### src/design/ssfd_pkg.sv
// Shared constants, types and segment tables for the seven-segment serial frame driver.
package ssfd_pkg;

  localparam int unsigned FRAME_BITS      = 32;
  localparam int unsigned BIT_IDX_W       = $clog2(FRAME_BITS);
  localparam int unsigned QUEUE_DEPTH_DEF = 2;
  localparam int unsigned VALUE_W         = 16;
  localparam int unsigned LEVEL_W         = 4;
  localparam int unsigned DIGIT_W         = 4;
  localparam int unsigned HALF_W          = 16;
  localparam int unsigned RECIP_SHIFT     = 19;
  localparam logic [15:0] RECIP10         = 16'hCCCD;

  typedef logic [FRAME_BITS-1:0] frame_t;
  typedef logic [DIGIT_W-1:0]    digit_t;
  typedef logic [HALF_W-1:0]     half_t;

  typedef struct packed {
    logic full;
    logic empty;
  } q_status_t;

  function automatic half_t seg_outer(input digit_t d);
    half_t p;
    unique case (d)
      4'd0:    p = 16'h7007;
      4'd1:    p = 16'h4001;
      4'd2:    p = 16'h300B;
      4'd3:    p = 16'h600B;
      4'd4:    p = 16'h400D;
      4'd5:    p = 16'h600E;
      4'd6:    p = 16'h700E;
      4'd7:    p = 16'h4003;
      4'd8:    p = 16'h700F;
      4'd9:    p = 16'h600F;
      default: p = 16'h0000;
    endcase
    return p;
  endfunction

  function automatic half_t seg_middle(input digit_t d);
    half_t p;
    unique case (d)
      4'd0:    p = 16'h0770;
      4'd1:    p = 16'h0410;
      4'd2:    p = 16'h03B0;
      4'd3:    p = 16'h06B0;
      4'd4:    p = 16'h04D0;
      4'd5:    p = 16'h06E0;
      4'd6:    p = 16'h07E0;
      4'd7:    p = 16'h0430;
      4'd8:    p = 16'h07F0;
      4'd9:    p = 16'h06F0;
      default: p = 16'h0000;
    endcase
    return p;
  endfunction

  // levels above seven clamp to the full bar
  function automatic half_t bar_steps(input logic [LEVEL_W-1:0] lvl);
    half_t p;
    unique case (lvl)
      4'd0:    p = 16'h0000;
      4'd1:    p = 16'h0100;
      4'd2:    p = 16'h0300;
      4'd3:    p = 16'h0700;
      4'd4:    p = 16'h0F00;
      4'd5:    p = 16'h0F80;
      4'd6:    p = 16'h0FC0;
      4'd7:    p = 16'h0FE0;
      default: p = 16'h0FF0;
    endcase
    return p;
  endfunction

endpackage

### src/design/ssfd_front.sv
// Front end: accepts items, splits the value into decimal digits, builds the frame.
module ssfd_front (
  input  logic                          clk,
  input  logic                          rst_n,
  input  logic                          in_valid,
  output logic                          in_ready,
  input  logic [ssfd_pkg::VALUE_W-1:0]  in_display_value,
  input  logic [ssfd_pkg::LEVEL_W-1:0]  in_bar_level,
  output logic                          frm_valid,
  input  logic                          frm_ready,
  output ssfd_pkg::frame_t              frm_data
);

  logic adv;

  logic                         s1_v_r, s2_v_r, s3_v_r;
  logic [15:0]                  s1_val_r;
  logic [ssfd_pkg::LEVEL_W-1:0] s1_lvl_r, s2_lvl_r, s3_lvl_r;
  logic [31:0]                  s1_prod_r;
  logic [12:0]                  s2_q10_r;
  ssfd_pkg::digit_t             s2_ones_r, s3_ones_r, s3_tens_r;
  logic [28:0]                  s2_prod_r;
  logic [9:0]                   s3_q100_r;
  logic [25:0]                  s3_prod_r;

  logic [12:0]      q10;
  logic [15:0]      q10x10;
  logic [15:0]      ones_w;
  logic [9:0]       q100;
  logic [12:0]      q100x10;
  logic [12:0]      tens_w;
  logic [6:0]       q1000;
  logic [9:0]       q1000x10;
  logic [9:0]       hund_w;
  ssfd_pkg::digit_t hund;

  assign adv       = !s3_v_r || frm_ready;
  assign in_ready  = adv;
  assign frm_valid = s3_v_r;

  // x / 10 == (x * 0xCCCD) >> 19 for all 16-bit x
  assign q10    = s1_prod_r[31:ssfd_pkg::RECIP_SHIFT];
  assign q10x10 = ({3'b0, q10} << 3) + ({3'b0, q10} << 1);
  assign ones_w = s1_val_r - q10x10;

  assign q100    = s2_prod_r[28:ssfd_pkg::RECIP_SHIFT];
  assign q100x10 = ({3'b0, q100} << 3) + ({3'b0, q100} << 1);
  assign tens_w  = s2_q10_r - q100x10;

  assign q1000    = s3_prod_r[25:ssfd_pkg::RECIP_SHIFT];
  assign q1000x10 = ({3'b0, q1000} << 3) + ({3'b0, q1000} << 1);
  assign hund_w   = s3_q100_r - q1000x10;
  assign hund     = hund_w[3:0];

  assign frm_data = {ssfd_pkg::seg_outer(hund) | ssfd_pkg::bar_steps(s3_lvl_r),
                     ssfd_pkg::seg_middle(s3_tens_r) | ssfd_pkg::seg_outer(s3_ones_r)};

  always_ff @(posedge clk) begin
    if (!rst_n) begin
      s1_v_r <= 1'b0;
      s2_v_r <= 1'b0;
      s3_v_r <= 1'b0;
    end else if (adv) begin
      s1_v_r <= in_valid;
      s2_v_r <= s1_v_r;
      s3_v_r <= s2_v_r;
    end
  end

  always_ff @(posedge clk) begin
    if (adv) begin
      s1_val_r  <= in_display_value;
      s1_lvl_r  <= in_bar_level;
      s1_prod_r <= {16'b0, in_display_value} * {16'b0, ssfd_pkg::RECIP10};

      s2_lvl_r  <= s1_lvl_r;
      s2_q10_r  <= q10;
      s2_ones_r <= ones_w[3:0];
      s2_prod_r <= {16'b0, q10} * {13'b0, ssfd_pkg::RECIP10};

      s3_lvl_r  <= s2_lvl_r;
      s3_ones_r <= s2_ones_r;
      s3_tens_r <= tens_w[3:0];
      s3_q100_r <= q100;
      s3_prod_r <= {16'b0, q100} * {10'b0, ssfd_pkg::RECIP10};
    end
  end

endmodule

### src/design/ssfd_queue.sv
// Short frame queue between the front end and the serializer.
module ssfd_queue #(
  parameter int unsigned DEPTH = ssfd_pkg::QUEUE_DEPTH_DEF
) (
  input  logic                  clk,
  input  logic                  rst_n,
  input  logic                  push_valid,
  output logic                  push_ready,
  input  ssfd_pkg::frame_t      push_data,
  output logic                  pop_valid,
  input  logic                  pop_ready,
  output ssfd_pkg::frame_t      pop_data,
  output ssfd_pkg::q_status_t   status
);

  localparam int unsigned PTR_W = (DEPTH > 1) ? $clog2(DEPTH) : 1;
  localparam int unsigned CNT_W = $clog2(DEPTH + 1);

  ssfd_pkg::frame_t mem_r [DEPTH];
  logic [PTR_W-1:0] wr_ptr_r, rd_ptr_r;
  logic [CNT_W-1:0] count_r;
  logic             push, pop;

  assign status.full  = (count_r == CNT_W'(DEPTH));
  assign status.empty = (count_r == '0);
  assign push_ready   = !status.full;
  assign pop_valid    = !status.empty;
  assign pop_data     = mem_r[rd_ptr_r];
  assign push         = push_valid && push_ready;
  assign pop          = pop_valid && pop_ready;

  function automatic logic [PTR_W-1:0] wrap_inc(input logic [PTR_W-1:0] p);
    return (p == PTR_W'(DEPTH - 1)) ? '0 : p + 1'b1;
  endfunction

  always_ff @(posedge clk) begin
    if (!rst_n) begin
      wr_ptr_r <= '0;
      rd_ptr_r <= '0;
      count_r  <= '0;
    end else begin
      if (push) begin
        wr_ptr_r <= wrap_inc(wr_ptr_r);
      end
      if (pop) begin
        rd_ptr_r <= wrap_inc(rd_ptr_r);
      end
      if (push && !pop) begin
        count_r <= count_r + 1'b1;
      end else if (pop && !push) begin
        count_r <= count_r - 1'b1;
      end
    end
  end

  always_ff @(posedge clk) begin
    if (push) begin
      mem_r[wr_ptr_r] <= push_data;
    end
  end

endmodule

### src/design/ssfd_back.sv
// Back end: shifts each frame out LSB first, one beat per bit, latch mark on the last.
module ssfd_back (
  input  logic             clk,
  input  logic             rst_n,
  input  logic             q_valid,
  output logic             q_ready,
  input  ssfd_pkg::frame_t q_data,
  output logic             out_valid,
  input  logic             out_ready,
  output logic             out_serial_bit,
  output logic             out_latch_after
);

  logic                           busy_r;
  logic [ssfd_pkg::BIT_IDX_W-1:0] cnt_r;
  ssfd_pkg::frame_t               sh_r;
  logic                           take, last, load;

  assign last            = (cnt_r == ssfd_pkg::BIT_IDX_W'(ssfd_pkg::FRAME_BITS - 1));
  assign take            = busy_r && out_ready;
  assign load            = !busy_r || (take && last);
  assign q_ready         = load;
  assign out_valid       = busy_r;
  assign out_serial_bit  = sh_r[0];
  assign out_latch_after = last;

  always_ff @(posedge clk) begin
    if (!rst_n) begin
      busy_r <= 1'b0;
      cnt_r  <= '0;
    end else if (load) begin
      busy_r <= q_valid;
      cnt_r  <= '0;
    end else if (take) begin
      cnt_r  <= cnt_r + 1'b1;
    end
  end

  always_ff @(posedge clk) begin
    if (load) begin
      sh_r <= q_data;
    end else if (take) begin
      sh_r <= sh_r >> 1;
    end
  end

endmodule

### src/design/seven_segment_serial_frame_driver.sv
// Top level of the seven-segment serial frame driver.
//
//   channel | direction | handshake            | beat payload
//   in_     | input     | in_valid / in_ready   | display_value[15:0], bar_level[3:0]
//   out_    | output    | out_valid / out_ready | serial_bit, latch_after
//
// Each item gives 32 output beats, LSB first; latch_after is high on the last one.
// Sustained rate is set by the one-bit-per-beat shifter, which loads the next frame as the last beat is taken.
// Item passes the 3 digit-split stages, the frame queue and the shifter register before its first beat appears.
// Front end keeps accepting while the shifter works until the frame queue fills.
// rst_n is synchronous, active low, and clears all valid and count state.
module seven_segment_serial_frame_driver #(
  parameter int unsigned QUEUE_DEPTH = ssfd_pkg::QUEUE_DEPTH_DEF
) (
  input  logic                         clk,
  input  logic                         rst_n,
  input  logic                         in_valid,
  output logic                         in_ready,
  input  logic [ssfd_pkg::VALUE_W-1:0] in_display_value,
  input  logic [ssfd_pkg::LEVEL_W-1:0] in_bar_level,
  output logic                         out_valid,
  input  logic                         out_ready,
  output logic                         out_serial_bit,
  output logic                         out_latch_after
);

  logic                frm_valid, frm_ready;
  ssfd_pkg::frame_t    frm_data;
  logic                q_valid, q_ready;
  ssfd_pkg::frame_t    q_data;
  ssfd_pkg::q_status_t q_status;

  ssfd_front u_front (
    .clk              (clk),
    .rst_n            (rst_n),
    .in_valid         (in_valid),
    .in_ready         (in_ready),
    .in_display_value (in_display_value),
    .in_bar_level     (in_bar_level),
    .frm_valid        (frm_valid),
    .frm_ready        (frm_ready),
    .frm_data         (frm_data)
  );

  ssfd_queue #(.DEPTH(QUEUE_DEPTH)) u_queue (
    .clk        (clk),
    .rst_n      (rst_n),
    .push_valid (frm_valid),
    .push_ready (frm_ready),
    .push_data  (frm_data),
    .pop_valid  (q_valid),
    .pop_ready  (q_ready),
    .pop_data   (q_data),
    .status     (q_status)
  );

  ssfd_back u_back (
    .clk             (clk),
    .rst_n           (rst_n),
    .q_valid         (q_valid),
    .q_ready         (q_ready),
    .q_data          (q_data),
    .out_valid       (out_valid),
    .out_ready       (out_ready),
    .out_serial_bit  (out_serial_bit),
    .out_latch_after (out_latch_after)
  );

  a_latch_not_twice: assert property (@(posedge clk) disable iff (!rst_n)
    out_valid && out_ready && out_latch_after |=> !out_latch_after)
    else $error("latch mark on two consecutive beats");

  a_frame_continues: assert property (@(posedge clk) disable iff (!rst_n)
    out_valid && out_ready && !out_latch_after |=> out_valid)
    else $error("frame ended before its last bit");

  a_queue_status: assert property (@(posedge clk) disable iff (!rst_n)
    !(q_status.full && q_status.empty))
    else $error("queue full and empty at once");

  a_stall_from_full: assert property (@(posedge clk) disable iff (!rst_n)
    !in_ready |-> q_status.full)
    else $error("input stalled while queue has room");

endmodule
### config.mk
export PLATFORM = sky130hd
export DESIGN_NAME = seven_segment_serial_frame_driver
export DESIGN_NICKNAME = d
export VERILOG_FILES = /design/src/design/ssfd_pkg.sv /design/src/design/ssfd_front.sv /design/src/design/ssfd_queue.sv /design/src/design/ssfd_back.sv /design/src/design/seven_segment_serial_frame_driver.sv
export SDC_FILE = /design/constraint.sdc
export NUM_CORES = 1
export LEC_CHECK = 0
export BUFFER_PORTS_ARGS = -buffer_cell sky130_fd_sc_hd__clkbuf_2
export CELL_PAD_IN_SITES_DETAIL_PLACEMENT = 0
export CELL_PAD_IN_SITES_GLOBAL_PLACEMENT = 1
export CORE_MARGIN = 2
export CORE_UTILIZATION = 55
export CTS_CLUSTER_SIZE = 20
export DETAILED_ROUTE_END_ITERATION = 8
export GPL_TIMING_DRIVEN = 1
export PLACE_DENSITY_LB_ADDON = 0.12
export SETUP_SLACK_MARGIN = 0.1
export SLEW_MARGIN = 40
export SYNTH_ARGS = -nofsm -noshare
export SYNTH_HDL_FRONTEND = slang
export SYNTH_SLANG_ARGS = --single-unit
### constraint.sdc
create_clock -name clk -period 10.9 [get_ports clk]
set_input_delay 0 -clock clk [delete_from_list [all_inputs] [get_ports clk]]
set_output_delay 0 -clock clk [all_outputs]
set_load 0.01 [all_outputs]
==> results.cfg, run 1 <==
[run_status]
status = complete, no violations

[floorplan]
initial_core_util_pct = 56.0
die_h_um = 178
dieArea_sq_mm = 0.0317
rows = 63
num_io_pins = 28
coreArea_sq_mm = 0.0298
floorplan.die.width_um = 178

[yosys]
netlist_top_cells_area = edfxtp_1 (27%), ha_1 (23%), fa_1 (19%)
synth_cells = 1496
yosysWarnings = 0
syn-num-nets = 1979
yosysMostFrequentCell = inv_1
ys_types = 72
syn-cell-area_sq_mm = 0.0167
synth_top_cell_by_area = edfxtp_1
async_reset_ff_share_pct = 0
ys_ff_latch = 186
synth-edff-count = 151
synth_top_area_share_pct = 27.2
synth_ff_type = edfxtp_1
synth_area_per_cell_sq_um = 11.2
yosysSeqAreaShare_pct = 31.4
synth_common_cells = inv_1 (368), ha_1 (303), fa_1 (156)

[hold_path]
worstHoldStart = in_bar_level[1]
holdPathEnd = u_front.s1_lvl_r[1]
min_path_type = input pin to register
hold_depth = 2

[critical_path]
crit_chain = dlygate4sd3_1 > clkbuf_2 > ha_1 > inv_1 > fa_1 > inv_1 > fa_1 > fa_1 > fa_1 > inv_1 > fa_1 > inv_1 > ha_1 > and4_1 > nand4_1 > a211oi_1 > nor3_2 > a21oi_1 > xor2_1
crit_required_ns = 11.08
path_class = input pin to register
end_kind = register
worst-path-max-fanout = 6
worstPathArrival_ns = 5.72
r2r_slack_ns = 5.79
reg2reg_depth = 16
critPathMostFrequentCell = fa_1
slowest_stage = dlygate4sd3_1
crit_path_max_incr_delay_ns = 0.55
startpoint_type = input pin
timing.rr.end = u_front.s2_prod_r[25]
r2r_start = u_front.s1_prod_r[23]

[timing]
finalSetupViolCount = 0
hold_viol = 0
finalMaxSlewViolations = 0
finalSetupTns_ns = 0
tightest_slew_ns = 0.785
slew-limit-headroom_pct = 47.1
finClkSkew_ns = 0.0100
post-route-period-util_pct = 50.8
fin_crit_ns = 5.54
rsz0062_at_grt = no
fmax_ghz = 0.181

[routing]
drtAntennaViolNets = 0
drt-vias-per-instance = 5.15
drt_iter0_drc = 477
dr_total_vias = 10000
wl_per_cell_um = 15.8
drc = 0
first_pass_iters = 5
routed_wl_um = 30700

[clocking]
cts.reportedPaths.clkPinSlew_ns = 0.08
hold_buffers = 12
cts-buffers-inserted = 17
clk_latency_ns = 0.43
cts_buffer_depth = 2
cts_tree = done
post_cts_resized = 0
cts-root-buf = clkbuf_16
clock_sinks = 186
postCtsSetupBuffers = 0
htreeDepth = 4

[cells_and_area]
drive_above_1_share_pct = 6.48
nFillCells = 2446
syn2layout_area_growth_pct = 8.14
n_antenna_cell = 0
finalCoreUtilization_pct = 60.6
fin_nets = 2028

[global_routing]
antenna_found_initial = 0
grt_use_total_pct = 20.8
grt_overflow = 0
grt_max_degree = 62
grt_pass1_vias = 10500
grt_first_pass_wirelength_um = 51500

[place]
numPortBuffers = 27
gp_congestion = 0.911
dp_hpwl_um = 25500

[run]
maxCapViolations = 0
cells by family (layout without fill, tap and decap cells):
family                     count (synthesis)  in the layout  share of synthesized area, %
adders and majority gates                459            459                          41.4
buffers and inverters                    386            448                          8.74
AOI/OAI and AO/OA                        189            189                          7.53
DFF                                      186            186                          31.4
and+or+nand+nor                          178            178                          5.24
xor gates and xnor gates                  56             56                          3.02
muxes                                     42             42                          2.65
worst max-delay path by stage:
stage,end,depth (start not counted),start,slack (ns)
after floorplan,u_front.s1_prod_r[30],18,in_display_value[4],6.04
after global placement,u_front.s1_prod_r[26],19,in_display_value[4],5.49
after detailed placement,u_front.s1_prod_r[26],19,in_display_value[4],5.47
after CTS,u_front.s1_prod_r[26],19,in_display_value[3],5.48
after global routing,u_front.s1_prod_r[26],19,in_display_value[2],5.23
final,u_front.s1_prod_r[26],19,in_display_value[2],5.36
placed cells by master, fill, tap and decap left out, drive strengths merged, types with 3 or more instances in the layout:
| cell | synthesis | final |
|---|---|---|
| a2111oi | 3 | 3 |
| a211oi | 11 | 11 |
| a21boi | 4 | 4 |
| a21o | 18 | 18 |
| a21oi | 39 | 39 |
| a221oi | 3 | 3 |
| a22o | 4 | 4 |
| a31oi | 5 | 5 |
| and2 | 10 | 10 |
| and3 | 7 | 7 |
| and4 | 3 | 3 |
| buf | 6 | 7 |
| clkbuf | 10 | 44 |
| clkinv | 0 | 7 |
| dfxtp | 35 | 35 |
| dlygate4sd3 | 0 | 12 |
| edfxtp | 151 | 151 |
| fa | 156 | 156 |
| ha | 303 | 303 |
| inv | 370 | 377 |
| mux2i | 40 | 40 |
| nand2 | 77 | 77 |
| nand2b | 7 | 7 |
| nand3 | 8 | 8 |
| nand4 | 5 | 5 |
| nor2 | 27 | 27 |
| nor3 | 8 | 8 |
| o2111ai | 3 | 3 |
| o211ai | 5 | 5 |
| o21a | 9 | 9 |
| o21ai | 59 | 59 |
| o21bai | 4 | 4 |
| o22ai | 5 | 5 |
| or2 | 10 | 10 |
| or3 | 3 | 3 |
| xnor2 | 39 | 39 |
| xor2 | 16 | 16 |
worst max-delay path, delay by kind of cell:
family | cells | cell delay, ns
AO/OA/AOI/OAI | 2 | 0.82
XOR/XNOR | 1 | 0.10
adder cells (fa/ha/maj) | 7 | 3.27
buffers and inverters | 6 | 0.95
AND/OR/NAND/NOR | 3 | 0.56
per-layer routing:
| metal | global-route usage [%] | routed length (um) |
|---|---|---|
| met1 | 28.3 | 14500 |
| met2 | 35.1 | 15000 |
| met3 | 3.13 | 757 |
| met4 | 5.12 | 506 |
| met5 | 0 | 0 |
registers in the layout, summed over array words and instances, names as in the netlist, 4 cells and up, named ones only:
signal,flops
u_back.cnt_r,5
u_back.sh_r,31
u_front.frm_data,14
u_front.s1_lvl_r,4
u_front.s1_prod_r,15
u_front.s2_lvl_r,4
u_front.s2_ones_r,4
u_front.s2_prod_r,12
u_front.s3_lvl_r,4
u_front.s3_ones_r,4
u_front.s3_prod_r,5
u_front.s3_tens_r,4
u_queue.mem_r,58
final cells by class:
class | count | area, sq um | area share [%]
multi-input cells | 924 | 10000 | 55.4
well taps | 390 | 488 | 2.70
clock buffers | 17 | 425 | 2.36
flip-flops and latches | 186 | 5240 | 29.0
inverters | 370 | 1390 | 7.70
clock inverters | 15 | 193 | 1.07
repair buffers | 46 | 308 | 1.71
metrics by stage:
step / worst slack [ns] / instance area, sq um / hold slack [ns] / cells
after floorplan: 6.04 / 16700 / 0.0989 / 1496
after global placement: 5.49 / 17300 / 0.179 / 1904
after detailed placement: 5.47 / 17300 / 0.179 / 1904
after CTS: 5.48 / 18000 / 0.257 / 1948
after global routing: 5.23 / 18000 / 0.274 / 1948
final: 5.36 / 18000 / 0.277 / 1948
Power of run 1 is left out: the tool's default activity adds up to more than one toggle a clock period on the data nets, which glitch-free logic cannot reach.
==> inputs of run 2 (changes only) <==
--- a/config.mk
+++ b/config.mk
@@ -9,7 +9,7 @@
 export CELL_PAD_IN_SITES_DETAIL_PLACEMENT = 0
 export CELL_PAD_IN_SITES_GLOBAL_PLACEMENT = 1
 export CORE_MARGIN = 2
-export CORE_UTILIZATION = 55
+export CORE_UTILIZATION = 53
 export CTS_CLUSTER_SIZE = 20
 export DETAILED_ROUTE_END_ITERATION = 8
 export GPL_TIMING_DRIVEN = 1
==> constraint.sdc (replaced) <==
create_clock -name clk -period 5.36 [get_ports clk]
set_input_delay 0 -clock clk [delete_from_list [all_inputs] [get_ports clk]]
set_output_delay 0 -clock clk [all_outputs]
set_load 0.01 [all_outputs]
==> results.cfg, run 2 (synthesized netlist as in run 1, its figures left out) <==
[timing]
finalSetupViolCount = 0
rsz0062_at_grt = no
finalMaxSlewViolations = 0
fin_crit_ns = 5.06
hold_viol = 0
slew-limit-headroom_pct = 55.5
post-route-period-util_pct = 94.3
finClkSkew_ns = 0.0113
tightest_slew_ns = 0.663
hold_ws_ns = 0.288
fmax_ghz = 0.198

[cells_and_area]
fin_nets = 2047
largestRegisters = u_queue.mem_r x58, u_back.sh_r x31, u_front.s1_prod_r x15
drive_above_1_share_pct = 7.67
mostFrequentLayoutCell = inv_1
nFillCells = 2594
largest_reg_flops = 58
syn2layout_area_growth_pct = 9.12
final_cell_mix = inv_1 (368), ha_1 (303), fa_1 (155)
multiInputGateArea_sq_mm = 0.0100
n_antenna_cell = 0
ff_latch_area_sq_mm = 0.00524
regMostFlops = u_queue.mem_r

[routing]
drc = 0
wl_per_cell_um = 15.7
first_pass_iters = 4
dr_total_vias = 10100
drtAntennaViolNets = 0
drt-vias-per-instance = 5.13
routed_wl_um = 31000
drt_iter0_drc = 365

[floorplan]
floorplan.die.width_um = 181
rows = 64
dieArea_sq_mm = 0.0329
num_io_pins = 28
initial_core_util_pct = 54.1
coreArea_sq_mm = 0.0308
die_h_um = 181

[global_routing]
grt_overflow = 0
antenna_found_initial = 0
grt_pass1_vias = 10500
grt_use_total_pct = 20.1
grt_max_degree = 62
grt_first_pass_wirelength_um = 52300

[critical_path]
r2r_start = u_front.s1_prod_r[25]
end_kind = register
crit_required_ns = 5.54
timing.rr.end = u_front.s2_prod_r[25]
r2r_slack_ns = 0.35
worstPathArrival_ns = 5.24
path_class = input pin to register
worst-path-max-fanout = 5
reg2reg_depth = 16
startpoint_type = input pin

[clocking]
cts_buffer_depth = 2
cts-buffers-inserted = 17
cts-root-buf = clkbuf_16
clock_sinks = 186
htreeDepth = 4
cts.reportedPaths.clkPinSlew_ns = 0.08
cts_tree = done
clk_latency_ns = 0.44

[hold_path]
holdPathEnd = u_front.s1_prod_r[31]
worstHoldStart = in_display_value[14]
hold_depth = 4
min_path_type = input pin to register

[place]
numPortBuffers = 27
gp_congestion = 0.864
dp_hpwl_um = 25600

[run_status]
status = complete, no violations

[run]
maxCapViolations = 0
[run 2: cell count changes in the layout (fill, tap and decap cells not counted)]
cell and delta:
fa_1 -1, inv_6 +1, clkinv_4 +1, clkinvlp_4 -1, fa_2 +1, inv_8 -3
buf_12 +1, clkinv_8 +1, buf_4 +18, clkinv_2 +1
[run 2: cell type report]
| class | count | area share [%] |
|---|---|---|
| Multi-Input combinational cell | 924 | 55.0 |
| Sequential cell | 186 | 28.8 |
| Timing Repair Buffer | 65 | 2.54 |
| Clock inverter | 15 | 1.04 |
| Inverter | 370 | 7.63 |
| Clock buffer | 17 | 2.34 |
| Tap cell | 396 | 2.72 |
[run 2: repair_timing]
action	4_1_cts	5_1_grt
hold endpoints to repair	19	0
setup buffers	0	2
hold buffers	12	0
gates resized for setup	0	1
setup endpoints to repair	0	3
[run 2: worst max-delay path, stage by stage]
cell and delay [ns]:
clkbuf_2 0.14, ha_1 0.32, inv_1 0.10, fa_1 0.60
inv_1 0.07, fa_1 0.52, fa_1 0.52, fa_1 0.55
inv_1 0.05, fa_1 0.52, inv_1 0.04, ha_1 0.33
and4_1 0.25, nand4_1 0.20, a211oi_1 0.52, nor3_2 0.11
a21oi_1 0.26, xor2_1 0.12
[run 2: worst max path at each step]
stage / startpoint / end / slack (ns) / depth (start not counted)
after floorplan: in_display_value[4] / u_front.s1_prod_r[30] / 0.50 / 18
after global placement: in_display_value[7] / u_front.s1_prod_r[25] / -0.01 / 19
after detailed placement: in_display_value[7] / u_front.s1_prod_r[26] / -0.11 / 18
after CTS: u_front.s1_prod_r[25] / u_front.s2_prod_r[25] / 0.23 / 15
after global routing: in_display_value[7] / u_front.s1_prod_r[26] / 0.11 / 18
final: in_display_value[7] / u_front.s1_prod_r[26] / 0.30 / 18
[run 2: through the flow]
stage                     setup TNS, ns  instance area [sq um]  utilization, %  instances  setup WS [ns]
after floorplan                       0                  16700               -       1496          0.496
after global placement          -0.0141                  17400            56.6       1926        -0.0140
after detailed placement         -0.250                  17500            56.6       1927         -0.106
after CTS                             0                  18200            59.0       1971          0.229
after global routing                  0                  18200            59.1       1973          0.107
final                                 0                  18200            59.1       1973          0.304
[run 2: metal layers]
layer / part of all wire (%) / global-route usage (%) / vias up
met2: 49 / 34.6 / 109
met3: 2.1 / 2.33 / 20
met5: 0 / 0 / -
li1: - / - / 5079
met1: 47 / 27.4 / 4918
met4: 1.1 / 4.55 / 0
Power of run 2 is left out for the same reason.
==> inputs of run 3 (changes only) <==
--- a/config.mk
+++ b/config.mk
@@ -9,12 +9,11 @@
 export CELL_PAD_IN_SITES_DETAIL_PLACEMENT = 0
 export CELL_PAD_IN_SITES_GLOBAL_PLACEMENT = 1
 export CORE_MARGIN = 2
-export CORE_UTILIZATION = 53
-export CTS_CLUSTER_SIZE = 20
+export CORE_UTILIZATION = 55
+export CTS_CLUSTER_SIZE = 28
 export DETAILED_ROUTE_END_ITERATION = 8
 export GPL_TIMING_DRIVEN = 1
 export PLACE_DENSITY_LB_ADDON = 0.12
-export SETUP_SLACK_MARGIN = 0.1
 export SLEW_MARGIN = 40
 export SYNTH_ARGS = -nofsm -noshare
 export SYNTH_HDL_FRONTEND = slang
==> constraint.sdc (replaced) <==
create_clock -name clk -period 6.05 [get_ports clk]
set_input_delay 0 -clock clk [delete_from_list [all_inputs] [get_ports clk]]
set_output_delay 0 -clock clk [all_outputs]
set_load 0.01 [all_outputs]
==> results.cfg, run 3 (synthesized netlist as in run 1, its figures left out) <==
[hold_path]
min_path_type = input pin to register
hold_depth = 2
holdPathEnd = u_front.s1_lvl_r[2]
worstHoldStart = in_bar_level[2]

[critical_path]
path_class = input pin to register
startpoint_type = input pin
reg2reg_depth = 16
worstPathArrival_ns = 5.74
crit_required_ns = 6.23
r2r_start = u_front.s1_prod_r[23]
end_kind = register
worst-path-max-fanout = 6
timing.rr.end = u_front.s2_prod_r[25]
r2r_slack_ns = 0.96

[cells_and_area]
mostFrequentLayoutCell = inv_1
largestRegisters = u_queue.mem_r x58, u_back.sh_r x31, u_front.s1_prod_r x15
regMostFlops = u_queue.mem_r
final_cell_mix = inv_1 (368), ha_1 (303), fa_1 (156)
largest_reg_flops = 58
drive_above_1_share_pct = 6.42
final_area_sq_mm = 0.0180
stdcell_count = 1948
syn2layout_area_growth_pct = 8.05
n_antenna_cell = 0
fin_nets = 2028

[global_routing]
grt_use_total_pct = 21.0
grt_first_pass_wirelength_um = 51700
grt_max_degree = 62
antenna_found_initial = 0
grt_overflow = 0
grt_pass1_vias = 10500

[clocking]
cts_tree = done
cts-buffers-inserted = 17
clk_latency_ns = 0.44
htreeDepth = 4
cts_buffer_depth = 2
postCtsSetupBuffers = 0
cts.reportedPaths.clkPinSlew_ns = 0.08
cts-root-buf = clkbuf_16
post_cts_resized = 0
clock_sinks = 186

[timing]
slew-limit-headroom_pct = 54.6
post-route-period-util_pct = 91.9
fin_crit_ns = 5.56
hold_viol = 0
fmax_ghz = 0.180
finalSetupTns_ns = 0
finalSetupViolCount = 0
finalMaxSlewViolations = 0
rsz0062_at_grt = no
tightest_slew_ns = 0.673
worst_slack_ns = 0.490
finClkSkew_ns = 0.0161

[place]
dp_cells = 1904
postPlaceCellArea_sq_mm = 0.0173
numPortBuffers = 27
dp_hpwl_um = 25600
gp_congestion = 0.869
place_ws_ns = 0.607

[routing]
drt_iter0_drc = 413
first_pass_iters = 4
dr_total_vias = 10000
drtAntennaViolNets = 0
wl_per_cell_um = 15.7
drc = 0
routed_wl_um = 30500
drt-vias-per-instance = 5.14

[run_status]
status = complete, no violations

[floorplan]
rows = 63
dieArea_sq_mm = 0.0317
coreArea_sq_mm = 0.0298
die_h_um = 178
initial_core_util_pct = 56.0
num_io_pins = 28
floorplan.die.width_um = 178

[run]
maxCapViolations = 0
## run 3: area by class of cell
class,count,area (sq um)
multi-input cells,924,10000
clock buffers,18,429
well taps,390,488
fillers,2539,11800
clock inverters,14,169
inverters,370,1390
repair buffers,46,308
flip-flops and latches,186,5240
## run 3: worst max path at each step
stage / startpoint / endpoint / slack, ns / cells past startpoint
6_report: in_display_value[3] / u_front.s1_prod_r[26] / 0.49 / 19
5_1_grt: in_display_value[2] / u_front.s1_prod_r[26] / 0.27 / 19
4_1_cts: in_display_value[3] / u_front.s1_prod_r[26] / 0.58 / 19
3_5_place_dp: in_display_value[4] / u_front.s1_prod_r[26] / 0.61 / 19
3_3_place_gp: in_display_value[4] / u_front.s1_prod_r[26] / 0.65 / 19
2_1_floorplan: in_display_value[4] / u_front.s1_prod_r[30] / 1.19 / 18
## run 3: what timing repair did
item / in CTS / in global routing
hold endpoints to repair: 19 / 0
hold buffers: 12 / 0
setup endpoints to repair: 0 / 0
## run 3: worst max-delay path, stage by stage
cell,delay [ns]
dlygate4sd3_1,0.54
clkbuf_2,0.18
ha_1,0.38
inv_1,0.08
fa_1,0.52
inv_1,0.06
fa_1,0.50
fa_1,0.52
fa_1,0.54
inv_1,0.05
fa_1,0.53
inv_1,0.04
ha_1,0.31
and4_1,0.26
nand4_1,0.17
a211oi_1,0.56
nor3_2,0.14
a21oi_1,0.26
xor2_1,0.10
## run 3: stage by stage
stage | hold WS (ns) | utilization, %
after floorplan | 0.0989 | -
after global placement | 0.178 | 58.1
after detailed placement | 0.179 | 58.1
after CTS | 0.254 | 60.5
after global routing | 0.267 | 60.5
final | 0.273 | 60.5
## run 3: per-layer routing
metal | GRT usage (%) | wire length, um | share of wire (%)
met5 | 0 | 0 | 0
met3 | 2.37 | 611 | 2.0
met4 | 6.40 | 588 | 1.9
met1 | 28.2 | 14200 | 47
met2 | 35.8 | 15100 | 49
Power of run 3 is left out for the same reason.
